[src/design/assert_macros.svh]
// Assertion macros used by the top-level skinning design file.
`ifndef ASSERT_MACROS_SVH
`define ASSERT_MACROS_SVH

// Check a property on every clock edge outside reset.
`define LBS_ASSERT(label, prop, msg) \
  label: assert property (@(posedge clk) disable iff (rst) prop) else $error(msg);

// Check that a cause is followed by an effect in the next cycle.
`define LBS_ASSERT_NEXT(label, cause, effect, msg) \
  label: assert property (@(posedge clk) disable iff (rst) cause |=> effect) else $error(msg);

`endif

[src/design/lbs_pkg.sv]
// Types and constants of the linear blend skinning pipeline.
package lbs_pkg;

  localparam int WORDS_PER_BONE = 12;
  localparam int W_THRESH       = 66;
  localparam int PROD_W         = 48;
  localparam int WP_W           = 49;
  localparam int ACC_W          = 52;
  localparam int TOT_W          = 19;
  localparam int DIV_STEPS      = 32;
  localparam int REM_W          = 20;
  localparam int NUM_COMP       = 6;
  localparam int LANE_STAGES    = 4;

  typedef enum logic {
    CMD_LOAD = 1'b0,
    CMD_SKIN = 1'b1
  } cmd_t;

  typedef struct packed {
    cmd_t        cmd;
    logic [31:0] pos_x;
    logic [31:0] pos_y;
    logic [31:0] pos_z;
    logic [31:0] nrm_x;
    logic [31:0] nrm_y;
    logic [31:0] nrm_z;
    logic [31:0] influence_ids;
    logic [63:0] influence_weights;
    logic [5:0]  load_bone;
    logic [3:0]  load_elem;
    logic [31:0] load_value;
  } in_t;

  typedef struct packed {
    logic [31:0] out_pos_x;
    logic [31:0] out_pos_y;
    logic [31:0] out_pos_z;
    logic [31:0] out_nrm_x;
    logic [31:0] out_nrm_y;
    logic [31:0] out_nrm_z;
    logic        passed_through;
  } out_t;

  typedef logic [NUM_COMP-1:0][31:0]   vec_t;
  typedef logic [NUM_COMP-1:0][WP_W-1:0] lane_res_t;

endpackage

[src/design/lbs_merge.sv]
// Merge stage: sum weighted lane results and lane weights.
module lbs_merge import lbs_pkg::*; #(
  parameter int INFLUENCES = 4
) (
  input  logic                              clk,
  input  logic                              en,
  input  lane_res_t                         res [INFLUENCES],
  input  logic [INFLUENCES-1:0][15:0]       weight,
  output logic [NUM_COMP-1:0][ACC_W-1:0]    acc,
  output logic [TOT_W-1:0]                  total
);

  logic [NUM_COMP-1:0][ACC_W-1:0] acc_next;
  logic [TOT_W-1:0]               total_next;

  always_comb begin
    acc_next   = '0;
    total_next = '0;
    for (int k = 0; k < INFLUENCES; k++) begin
      total_next = total_next + TOT_W'(weight[k]);
      for (int j = 0; j < NUM_COMP; j++) begin
        acc_next[j] = acc_next[j] + ACC_W'($signed(res[k][j]));
      end
    end
  end

  always_ff @(posedge clk) begin
    if (en) begin
      acc   <= acc_next;
      total <= total_next;
    end
  end

endmodule

[config.mk]
export PLATFORM = sky130hd
export DESIGN_NAME = lbs_merge
export DESIGN_NICKNAME = d
export VERILOG_FILES = /design/src/design/assert_macros.svh /design/src/design/lbs_pkg.sv /design/src/design/lbs_merge.sv
export SDC_FILE = /design/constraint.sdc
export NUM_CORES = 2
export LEC_CHECK = 0
export BUFFER_PORTS_ARGS = -buffer_cell sky130_fd_sc_hd__buf_2
export CAP_MARGIN = 25
export CORE_AREA = 2 2 607 609
export DETAILED_ROUTE_END_ITERATION = 12
export DIE_AREA = 0 0 609 611
export PLACE_DENSITY = 0.3
export SYNTH_ARGS = -nofsm -noshare
export SYNTH_HDL_FRONTEND = slang
export SYNTH_SLANG_ARGS = --single-unit
[constraint.sdc]
create_clock -name clk -period 11.5 [get_ports clk]
set_clock_uncertainty 0.1 [all_clocks]
set_input_delay 1.725 -clock clk [delete_from_list [all_inputs] [get_ports clk]]
set_output_delay 1.725 -clock clk [all_outputs]
set_load 0.1 [all_outputs]
==> results.yml <==
worst_setup_path:
  critPathTopFamily: "compound AO/OA/AOI/OAI gates"
  crit_slowest_cell: "a211oi_1"
  start_kind: "input port"
  cpPeakStageDelay_ns: 0.60
  worstSetupPathDepth: 17
  worst_setup_path_end_kind: "flip-flop"
  critPathLaunch: "res[790]"
  worstSetupPathType: "in -> reg"
  cp_max_fo: 5
  cp_cell_sequence: "buf_2 -> inv_1 -> fa_1 -> inv_1 -> fa_1 -> ha_1 -> o211a_1 -> nor3_1 -> a211oi_1 -> a21o_1 -> a31oi_1 -> o31a_1 -> o21ai_1 -> nand3_1 -> o31ai_1 -> a221oi_1 -> xnor2_1"
  crit_required_ns: 11.84
  arrival_ns: 6.86
  worst-path-buf-inv: 3
place:
  place_hpwl_um: 297000
  port_buffers: 1571
  dp_slack_ns: 4.29
  gp_congestion: 0.983
global_routing:
  grt_usage_pct: 16.7
  antenna_found_initial: 326
  grt_pass1_vias: 43900
  grt_pass1_wl_um: 416000
  grt_max_degree: 75
  grt-ovfl-total: 0
yosys:
  synth_area_um2: 45200
  synth_commonest_cells: "inv_1 (1745), fa_1 (626), edfxtp_1 (330), ha_1 (323), a21oi_1 (305)"
  ys_seq_area_share_pct: 21.9
  yosysMostFrequentCell: "inv_1"
  ys.flop_type: "edfxtp_1"
  yosys.area.top_type_share_pct: 27.7
  syn_area_per_cell_um2: 9.03
  ys_warn_count: 0
  async_flop_share_pct: 0
  synthTopCellsByArea: "fa_1 (28%), edfxtp_1 (22%), inv_1 (14%), ha_1 (8.9%), xnor2_1 (3.5%)"
  ys_ff_latch: 330
  synth_nets: 7200
  ys_types: 81
  synth_edf_count: 330
  synthCells: 5009
  synth_area_leader_cell: "fa_1"
clock_network:
  path_clk_slew_ns: 0.06
  cts_post_setup_buffers_inserted: 0
  cts_max_level: 2
  clk_path_buf_depth: 3
  cts_sinks: 330
  postCtsHoldBufs: 0
  postCtsResizedCells: 0
  cts-root-buf: "clkbuf_16"
  cts_made_buffers: 56
  cts_tree: "built"
outcome:
  outcome: "finished clean"
detailed_routing:
  routed_wl_um: 320000
  ant_nets: 0
  drtPass1Iterations: 6
  first_iter_violations: 2796
  highest_layer: "met5"
  vias: 42200
  wl_met1_um: 132000
  wl_met3_um: 21700
  drc: 0
  wl_met2_um: 155000
  vias_per_cell: 3.66
  routedWlPerCell_um: 27.8
sta:
  maxSlewHeadroom_pct: 32.4
  finalHoldViolCount: 0
  fin_tns_setup_ns: 0
  setup_violations: 0
  rsz0062_at_grt: "no"
  tightest_slew_ns: 1.01
  period_minus_slack_ns: 6.52
  worst_slack_ns: 4.98
  drv_slew: 0
  min_period_over_period_pct: 56.7
  max_clock_freq_ghz: 0.153
layout:
  post-route-util_pct: 16.7
  area_growth_pct: 34.8
  final_layout_size_suffix_gt1_share_pct: 25.7
  fin_nets: 8765
pwr:
  power_density_nw_per_um2: 259
  peakVddDrop_mv: 0.146
  total_leakage_power_nw: 31.6
worst_hold_path:
  hold_path.class: "in -> reg"
  hp-start: "weight[48]"
  holdPathStages: 2
floorplan:
  chipHeight_um: 611
  start_util_pct: 12.4
  die_area_um2: 372000
  ioPinCount: 1573
  fp.dieW_um: 609
  core.rowCount: 222
  core-area_um2: 365000
job:
  max_cap_viol_count: 0
sequential cells by signal, summed over array words and instances, names as in the netlist:
signal  flops
acc       312
total      18
placed cells by master (no fill, tap or decap), types with 8 or more instances in the layout:
cell type     n
a221oi_1      9
a211oi_1     19
nor2b_1      52
buf_4         9
a21boi_0     10
a31oi_1      40
nand2_1     182
fa_1        626
clkbuf_1     11
edfxtp_1    330
xor2_1       99
inv_1      1745
a31o_2       10
o21a_1       47
nand3_1      60
nand2b_1     37
a21o_1      172
nor3_1       32
and3_1       26
diode_2      79
or3_1         9
o21bai_1     38
buf_2      1570
nor2_1      174
a21oi_1     305
clkinv_2     10
and4_1       11
o31a_1        9
ha_1        323
nand4_1      59
nor4_1       10
o21ai_1      13
clkbuf_16    56
o211ai_1     17
clkinv_1     11
and2_1        8
xnor2_1     179
o21ai_0     163
o31ai_1      18
worst paths after layout:
kind,end,slack (ns)
worst max-delay path,acc[258]$_DFFE_PP_,4.98
worst min-delay path,total[0]$_DFFE_PP_,1.18
metrics by stage:
step | instance area, µm² | total power [mW] | hold WS (ns) | std cells
after global placement | 58900 | 14.1 | 1.93 | 11300
after detailed placement | 58900 | 14.1 | 1.94 | 11300
final | 61000 | 15.8 | 1.18 | 11500
after global routing | 60900 | 16.7 | 1.12 | 11500
after floorplan | 45200 | 10.6 | 1.74 | 5009
after CTS | 60800 | 16.1 | 1.08 | 11400
cell families (layout without fill, tap and decap cells):
group	count (synthesis)	after routing	synth area share [%]
buffers and inverters	1818	3430	15.1
AO/OA/AOI/OAI	953	953	13.6
adder cells (fa/ha/maj)	949	949	36.6
AND/OR/NAND/NOR	680	680	7.32
flip-flops	330	330	21.9
XOR/XNOR	278	278	5.38
other	1	80	0.00829
power by group:
part | internal, mW | switching (mW)
combinational | 2.73 | 8.76
clock | 1.05 | 0.790
sequential | 2.23 | 0.219
total | 6.01 | 9.76
layout make-up:
type | count | area, µm²
timing repair buffer | 1580 | 7940
tap | 4816 | 6030
clock buffer | 67 | 1440
sequential | 330 | 9910
inverter | 1745 | 6550
fill | 42000 | 304000
clock inverter | 38 | 427
antenna | 79 | 198
multi-input combinational | 2861 | 28500
per-layer routing:
| layer | vias up | global-route usage, % |
|---|---|---|
| met5 | - | 0 |
| met4 | 80 | 4.51 |
| met3 | 652 | 4.21 |
| met2 | 1643 | 28.8 |
| met1 | 21100 | 20.6 |
| li1 | 18800 | - |
(Power assumes the default switching activity.)
