--- src/design/assert_macros.svh ---
// Assertion macros used by the top-level skinning design file.
`ifndef ASSERT_MACROS_SVH
`define ASSERT_MACROS_SVH

// Check a property on every clock edge outside reset.
`define LBS_ASSERT(label, prop, msg) \
  label: assert property (@(posedge clk) disable iff (rst) prop) else $error(msg);

// Check that a cause is followed by an effect in the next cycle.
`define LBS_ASSERT_NEXT(label, cause, effect, msg) \
  label: assert property (@(posedge clk) disable iff (rst) cause |=> effect) else $error(msg);

`endif

--- src/design/lbs_pkg.sv ---
// Types and constants of the linear blend skinning pipeline.
package lbs_pkg;

  localparam int WORDS_PER_BONE = 12;
  localparam int W_THRESH       = 66;
  localparam int PROD_W         = 48;
  localparam int WP_W           = 49;
  localparam int ACC_W          = 52;
  localparam int TOT_W          = 19;
  localparam int DIV_STEPS      = 32;
  localparam int REM_W          = 20;
  localparam int NUM_COMP       = 6;
  localparam int LANE_STAGES    = 4;

  typedef enum logic {
    CMD_LOAD = 1'b0,
    CMD_SKIN = 1'b1
  } cmd_t;

  typedef struct packed {
    cmd_t        cmd;
    logic [31:0] pos_x;
    logic [31:0] pos_y;
    logic [31:0] pos_z;
    logic [31:0] nrm_x;
    logic [31:0] nrm_y;
    logic [31:0] nrm_z;
    logic [31:0] influence_ids;
    logic [63:0] influence_weights;
    logic [5:0]  load_bone;
    logic [3:0]  load_elem;
    logic [31:0] load_value;
  } in_t;

  typedef struct packed {
    logic [31:0] out_pos_x;
    logic [31:0] out_pos_y;
    logic [31:0] out_pos_z;
    logic [31:0] out_nrm_x;
    logic [31:0] out_nrm_y;
    logic [31:0] out_nrm_z;
    logic        passed_through;
  } out_t;

  typedef logic [NUM_COMP-1:0][31:0]   vec_t;
  typedef logic [NUM_COMP-1:0][WP_W-1:0] lane_res_t;

endpackage

--- src/design/lbs_div.sv ---
// Pipelined rounding divider, one quotient bit per stage.
module lbs_div import lbs_pkg::*; (
  input  logic                 clk,
  input  logic [DIV_STEPS:0]   en,
  input  logic [ACC_W-1:0]     num,
  input  logic [TOT_W-1:0]     den,
  output logic [31:0]          quo,
  output logic                 neg
);

  logic [DIV_STEPS:0][REM_W-1:0] rem;
  logic [DIV_STEPS:0][31:0]      word;
  logic [DIV_STEPS:0][TOT_W-1:0] dq;
  logic [DIV_STEPS:0]            sg;
  logic [DIV_STEPS:1][REM_W:0]   trial;
  logic [DIV_STEPS:1]            ge;
  logic [ACC_W-1:0]              mag;
  logic [ACC_W-1:0]              inc;
  logic [ACC_W:0]                sum;

  always_comb begin
    mag = num[ACC_W-1] ? ~num : num;
    inc = ACC_W'(den >> 1) + (num[ACC_W-1] ? ACC_W'(1) : ACC_W'(0));
    sum = (ACC_W+1)'(mag) + (ACC_W+1)'(inc);
    for (int s = 1; s <= DIV_STEPS; s++) begin
      trial[s] = {rem[s-1], word[s-1][31]};
      ge[s]    = trial[s] >= (REM_W+1)'(dq[s-1]);
    end
  end

  always_ff @(posedge clk) begin
    if (en[0]) begin
      rem[0]  <= REM_W'(sum[ACC_W:32]);
      word[0] <= sum[31:0];
      dq[0]   <= den;
      sg[0]   <= num[ACC_W-1];
    end
    for (int s = 1; s <= DIV_STEPS; s++) begin
      if (en[s]) begin
        rem[s]  <= ge[s] ? REM_W'(trial[s] - (REM_W+1)'(dq[s-1])) : REM_W'(trial[s]);
        word[s] <= {word[s-1][30:0], ge[s]};
        dq[s]   <= dq[s-1];
        sg[s]   <= sg[s-1];
      end
    end
  end

  assign quo = word[DIV_STEPS];
  assign neg = sg[DIV_STEPS];

endmodule

--- config.mk ---
export PLATFORM = sky130hd
export DESIGN_NAME = lbs_div
export DESIGN_NICKNAME = d
export VERILOG_FILES = /design/src/design/assert_macros.svh /design/src/design/lbs_pkg.sv /design/src/design/lbs_div.sv
export SDC_FILE = /design/constraint.sdc
export NUM_CORES = 2
export LEC_CHECK = 0
export ABC_AREA = 0
export BUFFER_PORTS_ARGS = -buffer_cell sky130_fd_sc_hd__buf_4
export CORE_ASPECT_RATIO = 1.4
export CORE_UTILIZATION = 64
export DETAILED_ROUTE_END_ITERATION = 16
export GPL_TIMING_DRIVEN = 0
export PLACE_DENSITY = 0.87
export SLEW_MARGIN = 20
export SYNTH_ARGS = -nofsm -noshare
export SYNTH_HDL_FRONTEND = slang
export SYNTH_SLANG_ARGS = --single-unit
--- constraint.sdc ---
create_clock -name clk -period 4.3 [get_ports clk]
set_input_delay 0.215 -clock clk [delete_from_list [all_inputs] [get_ports clk]]
set_output_delay 0.215 -clock clk [all_outputs]
set_load 0.02 [all_outputs]
==> reports/metrics.yaml <==
status: "completed"
synth_flop_cell: "edfxtp_1"
ctsHtreeMaxLevel: 4
dr_wl_met2_um: 148000
fillerInstances: 11224
gp_congestion: 0.964
grt.total_usage_pct: 30.8
synth_edf_count: 2337
p_per_area_nw_per_um2: 714
finalNonFillerCells: 11151
drt-pass1-iter-count: 8
route.met3.wl_um: 10900
cts_max_path_buffers: 3
netlist_area_um2: 111000
drv_cap: 0
hp-class: "in -> reg"
grt_pass1_wl_um: 405000
setup_viol: 0
slew_headroom_pct: 23.7
rows: 180
mostFrequentLayoutCell: "edfxtp_1"
layout_min_cycle_time_ns: 4.18
worst-path-buf-inv: 6
synth_warnings: 0
port_buffers: 125
cp_top_family: "buffers and inverters"
start_util_pct: 64.6
hold_viol: 0
rsz0062_at_grt: "false"
async_reset_ff_share_pct: 0
routed.top_layer: "met5"
worstPathArrival_ns: 4.80
setup_slack_ns: 0.121
clock_skew_ns: 0.0705
vias_per_cell: 6.09
crit_path_cell_trace: "buf_4 > buf_2 > buf_2 > buf_1 > clkbuf_4 > xor2_1 > ha_1 > clkbuf_1 > a211o_1 > a31oi_1 > nor4_1 > o21ai_1 > a211oi_1 > a21boi_1 > nand4_1 > xnor2_1"
dieArea_um2: 176000
wire_per_inst_um: 24.3
synth_area_per_cell_um2: 13.5
place_ws_ns: -1.58
m1WireLength_um: 90100
syn_to_final_growth_pct: 10.5
crit_slowest_cell: "clkbuf_4"
ant_nets: 0
cp_data_required_time_ns: 4.92
cts-root-buf: "clkbuf_16"
post_cts.repair.setup_buffers: 0
synth.distinct_cells: 104
core-area_um2: 172000
layout_common_cells: "edfxtp_1 (2337), inv_1 (759), ha_1 (625), nor2_1 (465), a21oi_1 (461)"
ys_seq_area_share_pct: 63.0
grt_pass1_vias: 69323
ir_worst_vdd_v: 0.000590
dpl.cell_count: 10678
cts_buffers: 209
die_w_um: 355
fin_nets: 9452
critPathLaunchType: "primary input"
worst_pin_slew_ns: 1.14
drt_iter0_markers: 4972
grt_max_degree: 73
grt-ovfl-total: 0
clock-sinks: 2337
slowest_delay_ns: 0.53
dp_hpwl_um: 197000
clock_latency_ns: 0.90
die_h_um: 496
grt_antenna_before_repair: 11
clk_pin_slew_ns: 0.06
num_vias: 67960
postSynthNetCount: 9040
fmax_mhz: 239
drv_slew: 0
post-route-period-util_pct: 97.2
synthCells: 8278
p_leak_nw: 48.0
drc: 0
crit_type: "in -> reg"
io-pin-count: 138
cp_common_cell: "buf_2"
drive_gt1_share_pct: 11.3
startpoint: "num[51]"
wl_um: 271000
synth-seq-cells: 2337
r2r-start: "dq[223]"
cts_tree: "yes"
cp-end-kind: "flop"
path_max_fanout: 19
min_from: "en[30]"
==> logic make-up after synthesis <==
| family | count (synthesis) | share of synthesized area (%) |
|---|---|---|
| compound gates | 1634 | 9.64 |
| xor+xnor | 526 | 4.14 |
| flops | 2337 | 63.0 |
| mux | 468 | 4.71 |
| buf+inv | 919 | 3.29 |
| simple gates | 1737 | 7.59 |
| fa+ha+maj | 657 | 7.60 |
==> synthesized netlist by cell type, types with 36 or more instances <==
master | instances | area [um2]
o21a_1 | 104 | 781
xor2_1 | 213 | 1870
or2_2 | 36 | 225
xnor2_1 | 313 | 2740
nand2b_1 | 85 | 532
or3_1 | 42 | 263
edfxtp_1 | 2337 | 70200
a21o_1 | 228 | 1710
nand4_1 | 89 | 557
a211oi_1 | 55 | 413
mux2i_1 | 66 | 661
a21oi_1 | 462 | 2310
mux2_2 | 355 | 4000
o211ai_1 | 37 | 278
nor2b_1 | 107 | 669
a31oi_1 | 64 | 400
nand2_1 | 408 | 1530
nand3_1 | 147 | 736
o21ai_0 | 312 | 1560
nor3_1 | 173 | 866
clkbuf_1 | 62 | 233
inv_1 | 759 | 2850
nor2_1 | 465 | 1750
buf_2 | 43 | 215
ha_1 | 625 | 7820
and3_1 | 55 | 344
==> final cells by class <==
cell class                 instances  area, um2  area share (%)
antenna                            8       20.0          0.0163
timing repair buffer             202       1770            1.44
inverter                         765       2870            2.33
tap                             2275       2850            2.31
multi-input combinational       5022      37500            30.5
sequential                      2337      70200            57.1
clock inverter                   157       1680            1.36
clock buffer                     232       5340            4.34
buffer                           153        797           0.648
==> report_power, final <==
part | internal, mW | total (mW) | switching [mW]
sequential | 31.7 | 34.6 | 2.98
combinational | 15.0 | 34.2 | 19.2
clock | 10.3 | 19.0 | 8.69
total | 56.9 | 87.8 | 30.9
==> metal layers <==
layer | track usage [%] | up-vias
met1 | 30.5 | 32990
met2 | 58.8 | 2400
li1 | - | 31642
met3 | 3.72 | 918
met5 | 0 | -
met4 | 21.7 | 10
==> state kept, by name (all words and copies together) (netlist names) <==
signal  flops
dq        608
sg         33
quo        32
word      992
trial      32
rem       640
==> worst reg2reg max path, delay by kind of cell, from the launching register on <==
| family | cells | cell delay, ns |
|---|---|---|
| buffers and inverters | 3 | 1.08 |
| adder cells (fa/ha/maj) | 1 | 0.36 |
| AO/OA/AOI/OAI | 1 | 0.31 |
| AND/OR/NAND/NOR | 6 | 1.48 |
| flip-flops | 1 | 0.57 |
==> what timing repair did <==
action,4_1_cts,5_1_grt
hold buffers,70,4
gates resized for setup,4,2
setup endpoints to repair,22,8
pin swaps,0,0
endpoints found under the hold margin,376,133
==> metrics by stage <==
stage | util [%] | cell area (um2) | power, mW | hold slack, ns | TNS, ns
5_1_grt | 71.4 | 123000 | 92.2 | 0.0155 | 0
6_report | 71.4 | 123000 | 87.8 | 0.00652 | 0
3_3_place_gp | 66.8 | 115000 | 67.5 | 0.400 | -41.31
4_1_cts | 71.3 | 123000 | 87.9 | 0.00118 | 0
3_5_place_dp | 66.8 | 115000 | 68.3 | 0.405 | -39.65
2_1_floorplan | - | 111000 | 58.4 | 0.314 | 0
==> path summary, 6_finish.rpt <==
kind,endpoint,cells after the start,slack [ns]
max,rem[18],16,0.12
min,word[963],1,0.007
max reg2reg,rem[257],11,0.19
min reg2reg,word[846],0,0.38
No activity file was read; power rests on OpenSTA's default activity.
